$ cat src/rtl/cage_pkg.sv
// Shared types and constants for the CIP advection grid engine.
// No dependencies; imported by cage_mulk and cip_advection_grid_engine.
package cage_pkg;

   // item field widths fixed by the interface
   localparam int MODE_W   = 2;
   localparam int INDEX_W  = 10;
   localparam int STATUS_W = 2;

   // Courant number: unsigned Q0.16, one bit of headroom for 1.0
   localparam int                K_W    = 17;
   localparam int                K_FRAC = 16;
   localparam int                K_HALF = 32768;
   localparam logic [K_W-1:0]    K_ONE  = 17'd65536;

   // configuration registers
   localparam int                CSR_ADDR_W = 2;
   localparam int                CSR_DATA_W = 17;
   localparam int                GRID_W     = 11;
   localparam int                STEPS_W    = 16;
   localparam logic [CSR_ADDR_W-1:0] CSR_COURANT = 2'd0;
   localparam logic [CSR_ADDR_W-1:0] CSR_GRID    = 2'd1;
   localparam logic [CSR_ADDR_W-1:0] CSR_STEPS   = 2'd2;
   localparam logic [K_W-1:0]        COURANT_RST = 17'd26214;
   localparam logic [GRID_W-1:0]     GRID_RST    = 11'd64;
   localparam logic [STEPS_W-1:0]    STEPS_RST   = 16'd160;

   // command and status codes
   localparam logic [MODE_W-1:0]   MODE_WRITE   = 2'd0;
   localparam logic [MODE_W-1:0]   MODE_ADVANCE = 2'd1;
   localparam logic [MODE_W-1:0]   MODE_READ    = 2'd2;
   localparam logic [STATUS_W-1:0] STATUS_OK    = 2'd0;
   localparam logic [STATUS_W-1:0] STATUS_RANGE = 2'd1;
   localparam logic [STATUS_W-1:0] STATUS_SAT   = 2'd2;

   typedef enum logic [3:0] {
      ST_IDLE,
      ST_READ,
      ST_PREP,
      ST_LEFT,
      ST_LOAD,
      ST_MUL_B,
      ST_MUL_A,
      ST_MUL_G,
      ST_MUL_3B,
      ST_MUL_2A,
      ST_STORE,
      ST_DONE
   } cage_state_type;

endpackage

$ cat src/rtl/cage_mulk.sv
// Shared Courant multiplier: y = round(x * k / 2^16), halves toward +inf.
// Depends on cage_pkg for the fixed-point format of k.
module cage_mulk #(
   parameter int XW = 32
) (
   input  logic                       clock,
   input  logic                       en,
   input  logic signed [XW-1:0]       x,
   input  logic [cage_pkg::K_W-1:0]   k,
   output logic signed [XW-1:0]       y
);
   import cage_pkg::*;

   localparam int PW = XW + K_W + 1;

   logic signed [PW-1:0] x_ext;
   logic signed [PW-1:0] k_ext;
   logic signed [PW-1:0] prod;
   logic signed [PW-1:0] rnd;
   logic signed [XW-1:0] y_in;
   logic signed [XW-1:0] y_ff;

   always_comb begin
      x_ext = PW'(x);
      k_ext = signed'(PW'(k));
      prod  = x_ext * k_ext;
      // floor((x*k + half) / 2^16) on the full product is exact rounding
      rnd   = prod + PW'(K_HALF);
      y_in  = rnd[K_FRAC +: XW];
   end

   always_ff @(posedge clock) begin
      if (en) begin
         y_ff <= y_in;
      end
   end

   assign y = y_ff;

endmodule

$ cat config.mk
export PLATFORM = sky130hd
export DESIGN_NAME = cage_mulk
export DESIGN_NICKNAME = d
export VERILOG_FILES = /design/src/rtl/cage_pkg.sv /design/src/rtl/cage_mulk.sv
export SDC_FILE = /design/constraint.sdc
export NUM_CORES = 1
export LEC_CHECK = 0
export ABC_AREA = 1
export BUFFER_PORTS_ARGS = -buffer_cell sky130_fd_sc_hd__buf_2
export CORE_MARGIN = 2
export CORE_UTILIZATION = 45
export CTS_CLUSTER_SIZE = 40
export DETAILED_ROUTE_END_ITERATION = 8
export PLACE_DENSITY_LB_ADDON = 0.25
export SYNTH_ARGS = -nofsm -noshare
export SYNTH_HDL_FRONTEND = slang
export SYNTH_SLANG_ARGS = --single-unit
$ cat constraint.sdc
create_clock -name clock -period 11.15 [get_ports clock]
set_input_delay 1.6725 -clock clock [delete_from_list [all_inputs] [get_ports clock]]
set_output_delay 1.6725 -clock clock [all_outputs]
set_load 0.005 [all_outputs]
* Word level (Yosys, flattened, before mapping)
Index checks and enable logic that the tools add are counted.
Word-level totals: bits in read-only memories 0, bits in writable memories 0, memories kept 0, bits in latches 0, register bits after elaboration 32, word-level logic and storage cells 3
Operators by class: equality and inequality tests 0, $mul 1, bitwise gates (word level) 0, add/sub/neg operators 1, $lt $le $gt $ge 0, shift-type cells 0, reduce and logical (&&, ||, !) cells 0, divide/modulo/power cells 0, muxes and demuxes 0
Operators with widths (number):
- 48-bit by 17-bit adder with 48-bit output, second input constant | 1
- 32-bit by 18-bit multiplier with 48-bit output | 1

* Longest topological paths before layout
depth after elaboration 2, mapped depth 28

* Worst setup path before layout
OpenSTA, ideal clock, no wires.
kind input port to flip-flop, start point in x[31], end point reg y_ff[31] (netlist: y[31]), data pin, stages on the path 24, data arrival time 6.940 ns, slack 3.958 ns, path buffers 2, cells stage by stage clkbuf_1 -> clkbuf_1 -> nand2_1 -> fa_1 -> fa_1 -> inv_1 -> fa_1 -> inv_1 -> fa_1 -> inv_1 -> fa_1 -> fa_1 -> ha_1 -> nand2_1 -> inv_1 -> nand3_1 -> nor3_1 -> nand3_1 -> nor2_1 -> nand2_1 -> nand3_1 -> inv_1 -> nand2_1 -> nand2_1
On the way: cells in the longest elaborated chain, start to end 2
RTL lines:
- from (decl) | RTL line cage_mulk.sv:8 | input logic signed [XW-1:0] x,
- 32-bit by 18-bit multiplier with 48-bit output | RTL line cage_mulk.sv:26 | prod = x_ext * k_ext;
- 48-bit by 17-bit adder with 48-bit output | RTL line cage_mulk.sv:28 | rnd = prod + PW'(K_HALF);
- named net rnd[47] | RTL line cage_mulk.sv:19 | logic signed [PW-1:0] rnd;
- to (signal assigned) | RTL line cage_mulk.sv:34 | y_ff <= y_in;
- to (decl) | RTL line cage_mulk.sv:21 | logic signed [XW-1:0] y_ff;
The timed path passes the listed nets, and every way through them passes these cells. A chain may end at the register's enable or synchronous reset.

* Final worst setup path
start point in k[3] (netlist bit), end point reg y_ff[27] (netlist: y[27]), data pin
On the way: cells in the longest elaborated chain, start to end 2
RTL lines:
- from (decl) | RTL line cage_mulk.sv:9 | input logic [cage_pkg::K_W-1:0] k,
- 32-bit by 18-bit multiplier with 48-bit output | RTL line cage_mulk.sv:26
- 48-bit by 17-bit adder with 48-bit output | RTL line cage_mulk.sv:28
- named net rnd[43] | RTL line cage_mulk.sv:19
The timed path passes the listed nets, and every way through them passes these cells.

==> metrics.md <==
| Metric | Value |
|---|---|
| Outcome | completed |
| Maximum number of pins on one net before global-route repair | 34 |
| Post-detail-place hpwl | between 40000 and 50000 µm |
| Unrepaired setup endpoints after global routing | false |
| Post-synth top flop | edfxtp_1 |
| Max-cap violation count | 0 |
| Core ar. | 47450 µm² |
| CP Max Fanout | 32 |
| # Post-CTS Setup Buffers | 0 |
| Routability cong. | approximately 0.90 |
| Vias in the first global route | 18810 |
| Initial antenna violation count | 2 |
| Final worst slack | roughly 3.3 ns |
| CP endpoint kind | flip-flop |
| Wirelength per Cell | 17.06 µm |
| Post-synth EDFFs | 32 |
| Die area | 49540 µm² |
| Initial Utilization | 45.31% |
| Sequential Area | 960.9 µm² |
| Critical Path RT | between 10 and 15 ns |
| TritonCTS clock tree | yes |
| Max Fclk | 127.2 MHz |
| Synth warnings | 0 |
| Dpl ws | 3.024 ns |
| Worst Hold Slack | 2.027 ns |
| Crit share post-route | 70.51% |
| Design Area, Final | about 22000 µm² |
| DRC viols | 0 |
| Antenna-violating nets left | 0 |
| Area grow syn2layout | 4.249% |
| Drt pass-1 iters | 5 |
| GR Overflow Total | 0 |
| Root Driver | clkbuf_16 |
| Share of flip-flops with an asynchronous set or reset | 0% |
| Starting DRT DRC Count | 956 |
| Vias per cell | around 5 |
| CTS clk-pin slew, worst paths | 0.06 ns |
| Nets@finish | 3514 |
| Sinks on Clock Net | 32 |
| Gr usage total | 25.18% |
| CTS Buf Count | 5 |
| Minimum clock period | about 8 ns |
| Fillers | 4803 |
| # H-tree levels | 2 |
| Final wirelength | 58520 µm |
| Hold Fails Final Rpt | 0 |
| Routed vias | roughly 17000 |
| Seq cells post-synth | 32 |
| Footprint of the multi-input gates | 16330 µm² |
| Mapped Avg Cell Area | 7.569 µm² |
| Mapped cell area | 21500 µm² |
| Post-Syn Instances | between 2000 and 3000 |
| Max reg flops | 32 |
| I/O pins | 83 |
| Post-route setup TNS | 0 ns |
| Worst Hold Class | in2reg |
| Sequential fraction of the synthesis area | 4.470% |
| Count of different cell masters after synthesis | 32 |
| Syn_nets | roughly 3500 |
| CTS Hold Bufs | 0 |
| Max clock buf depth | 2 |
| Slew @ Worst Pin | 0.9783 ns |
| Die Height | 222.6 µm |
| Share of layout cells above drive strength 1 | approximately 4.0% |
| Max Transition Viols Final | 0 |
| First-pass GRT wire length | 97970 µm |
| Crit path kind | in2reg |
| Critical path arrival | 7.89 ns |
| Final setup vio count | 0 |
| Post-cts sizing count | 0 |
| Placed Instance Area | 22240 µm² |
| Slew HR | 34.78% |
| Die width | 222.6 µm |
| PortBufs | 82 |
| CP Launch Type | input port |
| Core Rows | 80 |
-- layout make-up --
class,count,share of cell area [%]
timing repair buffer,83,1.865
sequential,32,4.288
inverter,1004,16.82
tap,615,3.434
clock buffer,6,0.5751
multi-input combinational,1687,72.85
clock inverter,2,0.1563
antenna,1,0.01117
-- cells in the mapped netlist, types with 3 or more instances --
library cell	n	area, µm²
a21boi_0	6	45.04
a21boi_1	3	22.52
a21o_1	7	52.55
a21oi_1	49	245.2
clkbuf_1	114	427.9
edfxtp_1	32	960.9
fa_1	508	10170
ha_1	142	1777
inv_1	995	3735
inv_2	9	33.78
nand2_1	731	2744
nand2_2	3	18.77
nand3_1	39	195.2
nand4_1	12	75.07
nor2_1	93	349.1
nor2_2	4	25.02
nor3_1	8	40.04
nor3_2	5	50.05
o21a_1	3	22.52
o21ai_0	29	145.1
o21ai_1	7	35.03
o21bai_1	5	37.54
xnor2_1	5	43.79
xor2_1	19	166.4
-- worst max-delay path, stage by stage --
cell and delay (ns):
buf_2 0.63, nand2_1 0.29, fa_1 0.68, fa_1 0.71
inv_1 0.18, fa_1 0.48, fa_1 0.52, fa_1 0.49
inv_1 0.05, fa_1 0.47, inv_1 0.04, ha_1 0.39
nand2_1 0.14, nor2_1 0.16, nand2_1 0.10, nor3_1 0.31
o21ai_0 0.33, nand4_1 0.16, nand2_1 0.09
-- per-layer routing --
layer	part of all wire [%]	GRT usage, %	wire length (µm)
met2	50	44.89	28990
met5	0.015	0	9
met1	41	32.76	24180
met4	3.3	7.707	1946
met3	5.8	1.865	3390
-- cells in the final DEF (no fill, tap or decap), drive strengths merged --
cell,instances
inv,1004
nand2,734
fa,508
ha,142
nor2,97
buf,83
a21oi,49
nand3,39
o21ai,37
edfxtp,32
xor2,19
nor3,13
nand4,12
a21boi,9
a21o,7
o21bai,6
clkbuf,6
xnor2,5
o21a,3
a31oi,2
and3,2
nand3b,2
diode,1
o211ai,1
bufinv,1
clkinv,1
-- kinds of logic (layout without fill, tap and decap cells) --
kind of cell             Yosys count  count (layout)  synth area share (%)
flip-flops                        32              32                 4.470
AND/OR/NAND/NOR                  899             899                 16.40
adder cells (fa/ha/maj)          650             650                 55.57
buffers and inverters           1121            1095                 19.58
other                              0               1                     0
XOR/XNOR                          24              24                0.9778
AO/OA/AOI/OAI                    114             114                 3.003
-- stage by stage --
step	utilization [%]	std cells
after floorplan	-	2840
after global placement	46.88	3421
after detailed placement	46.88	3421
after CTS	47.23	3429
after global routing	47.23	3430
final	47.23	3430
-- final timing paths --
check | start | to | slack, ns | cells past startpoint
worst max-delay path | k[3] | y[27] | 3.29 | 19
worst min-delay path | en | y[3] | 2.03 | 1
Power is left out: the tool's default activity adds up to more than one toggle a clock period on the data nets, which glitch-free logic cannot reach.
